--- src/rtl/csp_pkg.sv ---
`timescale 1ns / 1ps
// shared types and constants of the capture stream section parser
// no dependencies

package csp_pkg;

  localparam int MAX_SECTIONS_DEF = 8;
  localparam int HDR_LEN = 68;
  localparam int SEC_HDR_LEN = 12;

  localparam logic [1:0] ST_OK = 2'd0;
  localparam logic [1:0] ST_SIZE = 2'd1;
  localparam logic [1:0] ST_HEADER = 2'd2;

  localparam logic CFG_MAGIC = 1'b0;
  localparam logic CFG_VERSION = 1'b1;

  typedef enum logic [3:0] {
    PH_HEADER = 4'b0001,
    PH_SKIP   = 4'b0010,
    PH_SECHDR = 4'b0100,
    PH_IDLE   = 4'b1000
  } phase_t;

  typedef struct packed {
    logic [7:0]  sec_type;
    logic [7:0]  sec_version;
    logic [15:0] record_size;
    logic [31:0] record_total;
    logic [31:0] payload_size;
    logic [31:0] payload_start;
  } entry_t;

  typedef struct packed {
    logic [1:0]  verdict;
    logic        sec_done;
    logic [63:0] device;
    logic [31:0] capture;
  } pstat_t;

endpackage

--- src/rtl/csp_table.sv ---
`timescale 1ns / 1ps
// section table memory, one write and one registered read port
// depends on csp_pkg

module csp_table #(
  parameter int MAX_SECTIONS = csp_pkg::MAX_SECTIONS_DEF,
  parameter int AW = (MAX_SECTIONS > 1) ? $clog2(MAX_SECTIONS) : 1
) (
  input  logic            clk,
  input  logic            we,
  input  logic [AW-1:0]   waddr,
  input  csp_pkg::entry_t wdata,
  input  logic            re,
  input  logic [AW-1:0]   raddr,
  output csp_pkg::entry_t rdata
);

  csp_pkg::entry_t mem [MAX_SECTIONS];

  always_ff @(posedge clk) begin
    if (we) begin
      mem[waddr] <= wdata;
    end
    if (re) begin
      rdata <= mem[raddr];
    end
  end

endmodule

--- src/rtl/csp_parser.sv ---
`timescale 1ns / 1ps
// byte walk over header and section headers, verdict and table writes
// depends on csp_pkg

module csp_parser #(
  parameter int MAX_SECTIONS = csp_pkg::MAX_SECTIONS_DEF,
  parameter int AW = (MAX_SECTIONS > 1) ? $clog2(MAX_SECTIONS) : 1,
  parameter int CW = $clog2(MAX_SECTIONS + 1)
) (
  input  logic             clk,
  input  logic             rst,
  input  logic             step,
  input  logic             fin,
  input  logic             last,
  input  logic             fin_last,
  input  logic [7:0]       data_byte,
  input  logic             first_byte,
  input  logic [31:0]      buffer_length,
  input  logic [31:0]      expected_magic,
  input  logic [7:0]       expected_version,
  output csp_pkg::pstat_t  stat,
  output logic [CW-1:0]    stored,
  output logic             tbl_we,
  output logic [AW-1:0]    tbl_waddr,
  output csp_pkg::entry_t  tbl_wdata
);

  typedef struct packed {
    csp_pkg::phase_t phase;
    logic            fail;
  } arr_t;

  function automatic arr_t arrive(input logic [32:0] nss, input logic [31:0] len,
                                  input logic [33:0] qp1);
    arr_t r;
    r.fail = 1'b0;
    r.phase = csp_pkg::PH_IDLE;
    if (nss >= {1'b0, len}) begin
      r.phase = csp_pkg::PH_IDLE;
    end else if (({1'b0, len} - nss) < 33'(csp_pkg::SEC_HDR_LEN)) begin
      r.fail = 1'b1;
    end else if ({1'b0, nss} == qp1) begin
      r.phase = csp_pkg::PH_SECHDR;
    end else begin
      r.phase = csp_pkg::PH_SKIP;
    end
    return r;
  endfunction

  logic [31:0] pos, pos_next;
  logic [31:0] sl, sl_next;
  logic [63:0] acc, acc_next;
  logic [31:0] magic, magic_next;
  logic [7:0]  version, version_next;
  logic [15:0] hlen, hlen_next;
  logic [63:0] device, device_next;
  logic [31:0] capture, capture_next;
  logic [31:0] total, total_next;
  logic [32:0] nss, nss_next;
  logic [11:0][7:0] shb, shb_next;
  csp_pkg::phase_t phase, phase_next;
  logic [1:0]  verdict, verdict_next;
  logic [CW-1:0] stored_next;

  arr_t ar;
  logic [33:0] k;
  logic [33:0] end_s;
  logic [47:0] prod;
  csp_pkg::entry_t ent;
  logic sec_done;

  always_comb begin
    pos_next = pos;
    sl_next = sl;
    acc_next = acc;
    magic_next = magic;
    version_next = version;
    hlen_next = hlen;
    device_next = device;
    capture_next = capture;
    total_next = total;
    nss_next = nss;
    shb_next = shb;
    phase_next = phase;
    verdict_next = verdict;
    stored_next = stored;
    sec_done = 1'b0;
    tbl_we = 1'b0;
    ar = '0;
    k = '0;
    ent.sec_type = shb[0];
    ent.sec_version = shb[1];
    ent.record_size = {shb[3], shb[2]};
    ent.record_total = {shb[7], shb[6], shb[5], shb[4]};
    ent.payload_size = {shb[11], shb[10], shb[9], shb[8]};
    ent.payload_start = 32'({1'b0, nss} + 34'(csp_pkg::SEC_HDR_LEN));
    end_s = {1'b0, nss} + 34'(csp_pkg::SEC_HDR_LEN) + {2'b0, ent.payload_size};
    prod = ent.record_size * ent.record_total;

    if (step) begin
      if (first_byte) begin
        pos_next = '0;
        sl_next = buffer_length;
        acc_next = '0;
        magic_next = '0;
        version_next = '0;
        hlen_next = '0;
        device_next = '0;
        capture_next = '0;
        total_next = '0;
        nss_next = '0;
        shb_next = '0;
        verdict_next = csp_pkg::ST_OK;
        stored_next = '0;
        phase_next = csp_pkg::PH_HEADER;
        if (buffer_length < 32'(csp_pkg::HDR_LEN)) begin
          verdict_next = csp_pkg::ST_SIZE;
          phase_next = csp_pkg::PH_IDLE;
        end
      end
      if (pos_next < sl_next) begin
        case (phase_next)
          csp_pkg::PH_HEADER: begin
            acc_next = {data_byte, acc_next[63:8]};
            if (pos_next == 32'd3) magic_next = acc_next[63:32];
            if (pos_next == 32'd4) version_next = acc_next[63:56];
            if (pos_next == 32'd7) hlen_next = acc_next[63:48];
            if (pos_next == 32'd15) device_next = acc_next;
            if (pos_next == 32'd19) capture_next = acc_next[63:32];
            if (pos_next == 32'd39) total_next = acc_next[63:32];
            if (pos_next == 32'(csp_pkg::HDR_LEN - 1)) begin
              if (magic_next != expected_magic || version_next != expected_version ||
                  hlen_next < 16'(csp_pkg::HDR_LEN) || total_next != sl_next) begin
                if (verdict_next == csp_pkg::ST_OK) verdict_next = csp_pkg::ST_HEADER;
                phase_next = csp_pkg::PH_IDLE;
              end else begin
                nss_next = {17'b0, hlen_next};
                ar = arrive(nss_next, sl_next, {2'b0, pos_next} + 34'd1);
                if (ar.fail) begin
                  if (verdict_next == csp_pkg::ST_OK) verdict_next = csp_pkg::ST_SIZE;
                  phase_next = csp_pkg::PH_IDLE;
                end else begin
                  phase_next = ar.phase;
                end
              end
            end
          end
          csp_pkg::PH_SKIP: begin
            if ({2'b0, pos_next} + 34'd1 == {1'b0, nss_next}) phase_next = csp_pkg::PH_SECHDR;
          end
          csp_pkg::PH_SECHDR: begin
            k = {2'b0, pos_next} - {1'b0, nss_next};
            if (k >= 34'(csp_pkg::SEC_HDR_LEN)) begin
              if (verdict_next == csp_pkg::ST_OK) verdict_next = csp_pkg::ST_SIZE;
              phase_next = csp_pkg::PH_IDLE;
            end else begin
              shb_next[k[3:0]] = data_byte;
              if (k == 34'(csp_pkg::SEC_HDR_LEN - 1)) sec_done = 1'b1;
            end
          end
          default: begin
          end
        endcase
      end
      if (pos_next != '1) pos_next = pos_next + 32'd1;
      if (last && !sec_done && pos_next != sl_next && verdict_next == csp_pkg::ST_OK) begin
        verdict_next = csp_pkg::ST_SIZE;
        phase_next = csp_pkg::PH_IDLE;
      end
    end

    if (fin) begin
      if (prod != {16'b0, ent.payload_size} || end_s > {2'b0, sl}) begin
        if (verdict_next == csp_pkg::ST_OK) verdict_next = csp_pkg::ST_SIZE;
        phase_next = csp_pkg::PH_IDLE;
      end else begin
        if (32'(stored) < 32'(MAX_SECTIONS)) begin
          tbl_we = 1'b1;
          stored_next = stored + CW'(1);
        end
        nss_next = end_s[32:0];
        ar = arrive(nss_next, sl, {1'b0, nss} + 34'(csp_pkg::SEC_HDR_LEN));
        if (ar.fail) begin
          if (verdict_next == csp_pkg::ST_OK) verdict_next = csp_pkg::ST_SIZE;
          phase_next = csp_pkg::PH_IDLE;
        end else begin
          phase_next = ar.phase;
        end
      end
      if (fin_last && pos != sl && verdict_next == csp_pkg::ST_OK) begin
        verdict_next = csp_pkg::ST_SIZE;
        phase_next = csp_pkg::PH_IDLE;
      end
    end
  end

  always_ff @(posedge clk) begin
    if (rst) begin
      pos <= '0;
      sl <= '0;
      acc <= '0;
      magic <= '0;
      version <= '0;
      hlen <= '0;
      device <= '0;
      capture <= '0;
      total <= '0;
      nss <= '0;
      shb <= '0;
      phase <= csp_pkg::PH_HEADER;
      verdict <= csp_pkg::ST_OK;
      stored <= '0;
    end else begin
      pos <= pos_next;
      sl <= sl_next;
      acc <= acc_next;
      magic <= magic_next;
      version <= version_next;
      hlen <= hlen_next;
      device <= device_next;
      capture <= capture_next;
      total <= total_next;
      nss <= nss_next;
      shb <= shb_next;
      phase <= phase_next;
      verdict <= verdict_next;
      stored <= stored_next;
    end
  end

  assign tbl_waddr = AW'(stored);
  assign tbl_wdata = ent;
  assign stat.verdict = verdict;
  assign stat.sec_done = sec_done;
  assign stat.device = device;
  assign stat.capture = capture;

endmodule

--- src/rtl/capture_stream_section_parser_core.sv ---
`timescale 1ns / 1ps
// top level of the capture stream section parser: handshake, control, result register
// depends on csp_pkg, csp_parser, csp_table
//
// channel   direction  handshake            payload
// in        input      in_valid/in_ready    mode, data_byte, first_byte, last_byte,
//                                           buffer_length, query_type
// out       output     out_valid/out_ready  result_kind ... capture_ident
// cfg       input      cfg_we               cfg_index, cfg_data
//
// a stream byte that ends a section header also passes through S_FIN (mult and length check)
// a last byte passes through S_EMIT to build the status result
// a lookup reads the section table one entry per cycle, up to the first match or the last stored entry
// in_ready is low while an item is at work or a result waits in the output register
// reset is synchronous; the section table needs no clearing

module capture_stream_section_parser_core #(
  parameter int MAX_SECTIONS = csp_pkg::MAX_SECTIONS_DEF
) (
  input  logic        clk,
  input  logic        rst,
  input  logic        in_valid,
  output logic        in_ready,
  input  logic        mode,
  input  logic [7:0]  data_byte,
  input  logic        first_byte,
  input  logic        last_byte,
  input  logic [31:0] buffer_length,
  input  logic [7:0]  query_type,
  output logic        out_valid,
  input  logic        out_ready,
  output logic        result_kind,
  output logic [1:0]  status,
  output logic [3:0]  table_count,
  output logic        found,
  output logic [7:0]  sec_type,
  output logic [7:0]  sec_version,
  output logic [15:0] sec_record_size,
  output logic [31:0] sec_record_total,
  output logic [31:0] sec_payload_size,
  output logic [31:0] sec_payload_start,
  output logic [63:0] device_ident,
  output logic [31:0] capture_ident,
  input  logic        cfg_we,
  input  logic        cfg_index,
  input  logic [31:0] cfg_data
);

  localparam int AW = (MAX_SECTIONS > 1) ? $clog2(MAX_SECTIONS) : 1;
  localparam int CW = $clog2(MAX_SECTIONS + 1);

  typedef enum logic [3:0] {
    S_IDLE = 4'b0001,
    S_FIN  = 4'b0010,
    S_LOOK = 4'b0100,
    S_EMIT = 4'b1000
  } state_t;

  state_t state, state_next;
  logic [31:0] exp_magic;
  logic [7:0]  exp_version;
  logic        pend_last, pend_last_next;
  logic [AW-1:0] look_idx, look_idx_next;
  logic [7:0]  query, query_next;

  logic accept, step, fin, re, load, load_kind, load_found, match;
  logic [AW-1:0] raddr;
  csp_pkg::pstat_t stat;
  logic [CW-1:0] stored;
  logic tbl_we;
  logic [AW-1:0] tbl_waddr;
  csp_pkg::entry_t tbl_wdata, rdata, load_entry, out_entry;

  assign in_ready = (state == S_IDLE) && !out_valid;
  assign accept = in_valid && in_ready;
  assign match = (rdata.sec_type == query);

  csp_parser #(.MAX_SECTIONS(MAX_SECTIONS), .AW(AW), .CW(CW)) u_parser (
    .clk(clk), .rst(rst), .step(step), .fin(fin), .last(last_byte), .fin_last(pend_last),
    .data_byte(data_byte), .first_byte(first_byte), .buffer_length(buffer_length),
    .expected_magic(exp_magic), .expected_version(exp_version),
    .stat(stat), .stored(stored),
    .tbl_we(tbl_we), .tbl_waddr(tbl_waddr), .tbl_wdata(tbl_wdata)
  );

  csp_table #(.MAX_SECTIONS(MAX_SECTIONS), .AW(AW)) u_table (
    .clk(clk), .we(tbl_we), .waddr(tbl_waddr), .wdata(tbl_wdata),
    .re(re), .raddr(raddr), .rdata(rdata)
  );

  always_comb begin
    state_next = state;
    pend_last_next = pend_last;
    look_idx_next = look_idx;
    query_next = query;
    step = 1'b0;
    fin = 1'b0;
    re = 1'b0;
    raddr = '0;
    load = 1'b0;
    load_kind = 1'b0;
    load_found = 1'b0;
    load_entry = '0;
    case (state)
      S_IDLE: begin
        if (accept) begin
          if (mode) begin
            if (stored == '0) begin
              load = 1'b1;
              load_kind = 1'b1;
            end else begin
              re = 1'b1;
              look_idx_next = '0;
              query_next = query_type;
              state_next = S_LOOK;
            end
          end else begin
            step = 1'b1;
            pend_last_next = last_byte;
            if (stat.sec_done) begin
              state_next = S_FIN;
            end else if (last_byte) begin
              state_next = S_EMIT;
            end
          end
        end
      end
      S_FIN: begin
        fin = 1'b1;
        state_next = pend_last ? S_EMIT : S_IDLE;
      end
      S_EMIT: begin
        load = 1'b1;
        state_next = S_IDLE;
      end
      S_LOOK: begin
        if (match || (CW'(look_idx) + CW'(1)) >= stored) begin
          load = 1'b1;
          load_kind = 1'b1;
          load_found = match;
          load_entry = match ? rdata : '0;
          state_next = S_IDLE;
        end else begin
          re = 1'b1;
          raddr = look_idx + AW'(1);
          look_idx_next = look_idx + AW'(1);
        end
      end
      default: begin
        state_next = S_IDLE;
      end
    endcase
  end

  always_ff @(posedge clk) begin
    if (rst) begin
      state <= S_IDLE;
      pend_last <= 1'b0;
      look_idx <= '0;
      query <= '0;
      exp_magic <= '0;
      exp_version <= '0;
      out_valid <= 1'b0;
    end else begin
      state <= state_next;
      pend_last <= pend_last_next;
      look_idx <= look_idx_next;
      query <= query_next;
      if (cfg_we) begin
        case (cfg_index)
          csp_pkg::CFG_MAGIC: exp_magic <= cfg_data;
          csp_pkg::CFG_VERSION: exp_version <= cfg_data[7:0];
          default: begin
          end
        endcase
      end
      if (load) begin
        out_valid <= 1'b1;
      end else if (out_ready) begin
        out_valid <= 1'b0;
      end
    end
  end

  always_ff @(posedge clk) begin
    if (load) begin
      result_kind <= load_kind;
      status <= stat.verdict;
      table_count <= 4'(stored);
      found <= load_found;
      out_entry <= load_entry;
      device_ident <= stat.device;
      capture_ident <= stat.capture;
    end
  end

  assign sec_type = out_entry.sec_type;
  assign sec_version = out_entry.sec_version;
  assign sec_record_size = out_entry.record_size;
  assign sec_record_total = out_entry.record_total;
  assign sec_payload_size = out_entry.payload_size;
  assign sec_payload_start = out_entry.payload_start;

  a_fin_next: assert property (@(posedge clk) disable iff (rst)
    state == S_FIN |=> state == S_IDLE || state == S_EMIT)
    else $error("section finish did not return to idle or emit");

  a_busy_empty: assert property (@(posedge clk) disable iff (rst)
    state != S_IDLE |-> !out_valid)
    else $error("result register busy while a transaction is at work");

  a_write_fin: assert property (@(posedge clk) disable iff (rst)
    tbl_we |-> state == S_FIN)
    else $error("table write outside section finish");

  a_found_kind: assert property (@(posedge clk) disable iff (rst)
    out_valid && found |-> result_kind)
    else $error("found set on a status result");

endmodule

--- config.mk ---
export PLATFORM = sky130hd
export DESIGN_NAME = capture_stream_section_parser_core
export DESIGN_NICKNAME = d
export VERILOG_FILES = /design/src/rtl/csp_pkg.sv /design/src/rtl/csp_table.sv /design/src/rtl/csp_parser.sv /design/src/rtl/capture_stream_section_parser_core.sv
export SDC_FILE = /design/constraint.sdc
export NUM_CORES = 2
export LEC_CHECK = 0
export BUFFER_PORTS_ARGS = -buffer_cell sky130_fd_sc_hd__buf_2
export CAP_MARGIN = 30
export CELL_PAD_IN_SITES_DETAIL_PLACEMENT = 1
export CELL_PAD_IN_SITES_GLOBAL_PLACEMENT = 2
export CORE_MARGIN = 2
export CORE_UTILIZATION = 25
export CTS_CLUSTER_DIAMETER = 60
export DETAILED_ROUTE_END_ITERATION = 7
export GPL_TIMING_DRIVEN = 0
export PLACE_DENSITY_LB_ADDON = 0.1
export SLEW_MARGIN = 40
export SYNTH_ARGS = -nofsm -noshare
export SYNTH_HDL_FRONTEND = slang
export SYNTH_SLANG_ARGS = --single-unit
--- constraint.sdc ---
create_clock -name clk -period 58.2 [get_ports clk]
set_clock_uncertainty 0.05 [all_clocks]
set_input_delay 8.73 -clock clk [delete_from_list [all_inputs] [get_ports clk]]
set_output_delay 8.73 -clock clk [all_outputs]
set_load 0.005 [all_outputs]
# After elaboration in Yosys (flattened, before gate mapping)
# Memories as Yosys holds them, arrays and structs flattened. A register that Yosys moved wholly into a read port is not among the register bits.
# Cells that the tools add are included.
# classes
muxes,163
mul,1
reduce_logical,31
bitwise_logic,3
add_sub_neg,10
order_cmp,13
eq_ne,33
# op_table
operator,count
two-way mux 32 bit,24
two-way mux 96 bit,5
two-way mux 64 bit,7
two-way mux 33 bit,9
inequality test 32 bit,4
two-way mux 4 bit,31
two-way mux 16 bit,7
bitwise mux 96 bit,1
< comparator 33 x 4 -> 1 bit (second input constant),2
equality test 32 x 3 -> 1 bit (second input constant),2
two-way mux 8 bit,8
multiplier 16 x 32 -> 48 bit,1
inequality test 48 x 32 -> 1 bit,1
two-way mux 1 bit,37
two-way mux 2 bit,18
adder 33 x 4 -> 34 bit (second input constant),1
adder 34 x 32 -> 34 bit,1
equality test 16 x 34 -> 1 bit,1
equality test 33 x 34 -> 1 bit,1
equality test 34 x 33 -> 1 bit,1
equality test 34 x 4 -> 1 bit (second input constant),1
>= comparator 34 x 4 -> 1 bit (second input constant),1
> comparator 34 x 32 -> 1 bit,1
subtractor 32 x 33 -> 34 bit,1
other kinds (49),88
# totals
out_inout_bits,234
reg_bits,740
memories,1
ram_bits,1024
input_bits,89
# memory_table
name,depth,word_bits,rd,rd_ports_with_merged_regs,wr,line,rtl
u_table.mem,8,128,1,1,1,csp_table.sv:18,csp_pkg::entry_t mem [MAX_SECTIONS];

# Longest topological paths before layout
# logic_depth
ltp_word,39
ltp_mapped,35

# Modules after synthesis
# From an unflattened synthesis, not the netlist that was laid out.
# unflattened
cells_unflattened,8534
area_unflattened_um2,103535.5
# by_module_without_submodules
module,cells_each,seq_area_each_um2,n_inst,area_each_um2
csp_parser,6251,8868.5,1,50488.4
csp_table,1620,34593.2,1,42836.1
capture_stream_section_parser_core,663,8107.8,1,10211.0

# Worst setup path after synthesis
# No wires, ideal clock.
# synth_path
path_kind,register to register
startpoint,"register u_parser.shb, in the netlist u_parser.tbl_wdata[95]"
endpoint,memory u_table.mem[0][0] (netlist bit) (enable)
t_required_ns,57.177
path_stages_with_launch,30
n_path_buf,3
setup_time_ns,0.973
path_slack_ns,36.580
arrival_time_ns,20.597
path_cell_list,dfxtp_1 -> clkbuf_1 -> and2_1 -> fa_1 -> inv_1 -> fa_1 -> inv_1 -> fa_1 -> inv_1 -> fa_1 -> fa_1 -> fa_1 -> inv_1 -> ha_1 -> clkbuf_1 -> nand2b_1 -> o22ai_1 -> or4_1 -> nor4_1 -> and4_1 -> nand4_1 -> nor4_1 -> nand3_1 -> a2111oi_0 -> nand4_1 -> nor4_1 -> nand4b_1 -> or4b_2 -> clkbuf_1 -> nor4b_1
# synth_between
elab_chain_len,7
# synth_lines
element,line,rtl
"start, declared",csp_parser.sv:60,"logic [11:0][7:0] shb, shb_next;"
"start signal, assigned",csp_parser.sv:224,shb <= shb_next;
multiplier 16 x 32 -> 48 bit,csp_parser.sv:98,prod = ent.record_size * ent.record_total;
inequality test 48 x 32 -> 1 bit,csp_parser.sv:173,"if (prod != {16'b0, ent.payload_size} || end_s > {2'b0, sl}) begin"
logical OR 1 bit,csp_parser.sv:173,
two-way mux 1 bit,csp_parser.sv:173,
two-way mux 1 bit,csp_parser.sv:172,if (fin) begin
two-way mux 1 bit,csp_table.sv:21,if (we) begin
two-way mux 1 bit (not written as such),csp_table.sv:22,mem[waddr] <= wdata;
"end, declared",csp_table.sv:18,
# No other way between the ends.

# Worst setup path after layout
# layout_path
startpoint,input port first_byte
endpoint,"register u_parser.shb, in the netlist u_parser.tbl_wdata[64]"
# layout_between
elab_chain_len,11
elab_cells_between_ends,23
cone_classes,add/sub: 1; order compare: 4; eq/ne: 1; mux: 16; reduce/logical: 1
# layout_lines
element,line,rtl
"start, declared",capture_stream_section_parser_core.sv:26,"input logic first_byte,"
two-way mux 32 bit / two-way mux 33 bit (equally long branches),csp_parser.sv:101,if (first_byte) begin
two-way mux 32 bit / two-way mux 33 bit (equally long branches),csp_parser.sv:100,if (step) begin
subtractor 32 x 33 -> 34 bit,csp_parser.sv:152,"k = {2'b0, pos_next} - {1'b0, nss_next};"
< comparator 4 x 5 -> 1 bit (not written as such) / >= comparator 4 x 1 -> 1 bit (equally long branches),csp_parser.sv:157,shb_next[k[3:0]] = data_byte;
logical AND 1 bit (not written as such),csp_parser.sv:157,
two-way mux 8 bit (not written as such),csp_parser.sv:157,
demux 8 bit (select 4 bit),n/a,
bitwise mux 96 bit,csp_parser.sv:157,
two-way mux 96 bit,csp_parser.sv:153,if (k >= 34'(csp_pkg::SEC_HDR_LEN)) begin
two-way mux 96 bit,csp_parser.sv:122,case (phase_next)
two-way mux 96 bit (*),csp_parser.sv:121,if (pos_next < sl_next) begin
# Every way passes the cells marked *; elsewhere a longest branch is shown, timed or not. The select of a mux whose other input is x is not followed.
# A chain may end at the register's enable or synchronous reset.

==> out/qor.yml <==
clock_network:
  root_buffer: "clkbuf_16"
  cts.path.max_buffers: 4
  clk_latency_ns: 0.95
  cts_resized: 0
  cts_hold_buf: 0
  cts_tree: "yes"
  h-tree-depth: 5
  numCtsBuffers: 277
  cts_setup_buffers: 0
  clkTransAtPathRegs_ns: 0.06
  cts_sinks: 1884
routing:
  wl_per_cell_um: 30.54
  drt_wl_total_um: 520200
  drc: 0
  vias: 85840
  antenna_left: 0
  drt_iter0_markers: 6273
  viasPerCell: 5.039
  dr.pass1.iters: 6
cells_and_area:
  utilization_pct: 30.30
  nFillCells: 46760
  layout-drive-gt1-share_pct: 13.41
  final_cell_area_mm2: 0.1262
  fin_nets: 12090
  fin_cells: 17030
  syn_to_final_growth_pct: 20.72
power:
  leakage_nw: 48.18
  ir_drop_mv: 0.01958
  pwr-share-clk_pct: 49.8
  share_comb_of_total_power_pct: 7.8
  seqPwrFrac_pct: 42.4
  p_int_mw: 2.538
  netSwitchingPower_uw: 896.3
  cellPowerDensity_mw_per_mm2: 27.20
  switching_share_pct: 26.10
  p_total_mw: 3.434
placement:
  gp_congestion: 0.9186
  dpl.cell_count: 16510
  dp_hpwl_um: 409900
  post_dp_cell_area_mm2: 0.1168
  place_ws_ns: 36.90
  numPortBuffers: 320
timing:
  tns_ns: 0
  min_period_over_period_pct: 34.85
  fmax_mhz: 49.31
  grt_setup_unrepaired: "no"
  finalHoldWorstSlack_ns: 0.3868
  max_slew_margin_pct: 32.30
  setup_ws_ns: 37.92
  min_period_ns: 20.28
  drv_slew: 0
  hold_viol: 0
  worst_pin_slew_ns: 1.013
  final-setup-viol-count: 0
setup_path:
  worstSetupStartpointType: "input pin"
  end_kind: "register"
  crit_slowest_cell: "buf_2"
  reg2reg_from: "u_parser.nss[2]$_SDFF_PP0_"
  critical_path_class: "in2reg"
  crit_path_frequent_cell: "buf_2"
  cp_slowest_stage_delay_ns: 0.69
  cp.required_ns: 58.97
  setup.worst_path.start: "first_byte"
  crit_fanout: 10
  cp_data_arrival_time_ns: 21.05
worst_hold_path:
  hold_start: "u_parser.device[62]$_SDFFE_PP0P_"
  min-delay-path-class: "reg2reg"
logic_synthesis:
  yosysWarnings: 0
  syn_nets: 11110
  synth_edf_count: 1384
  synth-seq-area-share_pct: 49.31
  ys_types: 106
  synth_top_area_share_pct: 39.74
  synth_area_mm2: 0.1046
  synth_area_leaders: "edfxtp_1 40%, dfxtp_1 9.6%, fa_1 8.0%"
  yosys_most_used_dff: "edfxtp_1"
  synth_area_leader_cell: "edfxtp_1"
  synth.avg_cell_area_um2: 10.15
  synthArstFlopShare_pct: 0
  synth-seq-cells: 1884
  syn_inst: 10310
floorplanning:
  core_mm2: 0.4166
  die_w_um: 650.8
  die-area_mm2: 0.4235
  rows: 237
  ios: 323
  start_util_pct: 25.10
  die_h_um: 650.8
flow_run:
  maxCapViolations: 0
outcome:
  status: "completed"
global_route:
  groute.usage.overall_pct: 23.98
  antenna_found_initial: 51
  grt_pass1_vias: 90030
  grt_max_degree: 63
  grt_first_pass_wirelength_um: 723300
  overflow: 0
-- worst max-delay path: cells and delay by family --
family                   cells  cell delay, ns
XOR/XNOR                     1            0.20
adder cells (fa/ha/maj)      1            0.33
AND/OR/NAND/NOR              8            3.22
AO/OA/AOI/OAI                6            2.00
buffers and inverters       13            6.30
-- power by group through the flow --
stage / clock [mW] / sequential, mW / combinational [mW]
after floorplan: 0 / 1.48 / 0.129
after global placement: 0 / 1.49 / 0.250
after detailed placement: 0 / 1.48 / 0.262
after CTS: 1.76 / 1.46 / 0.263
after global routing: 1.81 / 1.46 / 0.279
final: 1.71 / 1.46 / 0.266
-- final cells by class --
class	instances	area [µm²]	area share, %
clock buffers	329	7466	5.914
well taps	5497	6878	5.448
flip-flops and latches	1884	51620	40.89
diodes	26	65.06	0.05154
multi-input cells	7145	49010	38.82
repair buffers	705	4345	3.442
clock inverters	171	1787	1.415
inverters	654	2462	1.950
plain buffers	623	2606	2.064
-- sequential cells by signal, summed over array words and instances, names as in the netlist, 16 cells and up --
register / count
capture_ident: 32
device_ident: 64
exp_magic: 32
sec_payload_size: 32
sec_payload_start: 32
sec_record_size: 16
sec_record_total: 32
u_parser.acc: 56
u_parser.capture: 32
u_parser.device: 64
u_parser.hlen: 16
u_parser.magic: 32
u_parser.nss: 33
u_parser.pos: 32
u_parser.sl: 32
u_parser.tbl_wdata: 96
u_parser.total: 32
u_table.mem: 1024
u_table.rdata: 128
-- cell usage after synthesis, types with 37 or more instances --
library cell,number
mux2i_1,81
o211ai_1,37
and2_1,505
nand2_1,1217
nor2b_1,100
a21o_1,91
a211oi_1,73
buf_1,59
dfxtp_1,500
o21ai_0,321
xnor2_1,201
nand2b_1,53
nand4_1,109
nor3_1,98
nor4_1,87
a21oi_1,306
nand3_1,638
and3_1,170
nor2_1,1074
o21a_1,42
a22oi_1,332
clkbuf_1,521
fa_1,420
o31ai_1,155
a31oi_1,45
edfxtp_1,1384
ha_1,294
buf_2,38
inv_1,648
xor2_1,116
-- path summary, 6_finish.rpt --
| check | end | slack, ns | cells after the start |
|---|---|---|---|
| max | u_parser.tbl_wdata[64]$_SDFFE_PP0P_ | 37.92 | 29 |
| min | device_ident[62]$_DFFE_PP_ | 0.39 | 0 |
| max reg2reg | u_table.mem[4][73]$_DFFE_PP_ | 43.31 | 49 |
| min reg2reg | device_ident[62]$_DFFE_PP_ | 0.39 | 0 |
-- cells by family after synthesis --
kind of cell,share of synthesized area (%)
adders and majority gates,11.61
DFF,49.31
buffers and inverters,4.649
xor gates and xnor gates,2.742
muxes,0.9476
AOI/OAI and AO/OA,11.15
and+or+nand+nor,19.59
-- routing by layer --
layer / GRT usage (%) / share of wire [%]
met1: 30.29 / 42
met2: 41.66 / 49
met3: 2.902 / 4.2
met4: 9.161 / 4.3
met5: 0 / 0.012
-- cell usage in the layout, fill, tap and decap left out, types with 70 or more instances in the layout --
| master | Yosys | layout |
|---|---|---|
| o21ai_0 | 321 | 308 |
| and2_1 | 505 | 505 |
| nand3_1 | 638 | 638 |
| clkbuf_16 | 0 | 287 |
| xnor2_1 | 201 | 183 |
| inv_1 | 648 | 647 |
| a211oi_1 | 73 | 73 |
| and3_1 | 170 | 170 |
| nor4_1 | 87 | 72 |
| a22oi_1 | 332 | 332 |
| a21o_1 | 91 | 91 |
| clkbuf_1 | 521 | 457 |
| nor2_1 | 1074 | 1064 |
| a21oi_1 | 306 | 303 |
| xor2_1 | 116 | 105 |
| nor2b_1 | 100 | 98 |
| dfxtp_1 | 500 | 457 |
| ha_1 | 294 | 294 |
| edfxtp_1 | 1384 | 1384 |
| o31ai_1 | 155 | 152 |
| fa_1 | 420 | 420 |
| nand4_1 | 109 | 109 |
| nand2_1 | 1217 | 1217 |
| buf_2 | 38 | 685 |
| clkbuf_2 | 2 | 70 |
| nor3_1 | 98 | 89 |
Note: power is estimated with default switching activity, not from simulation.
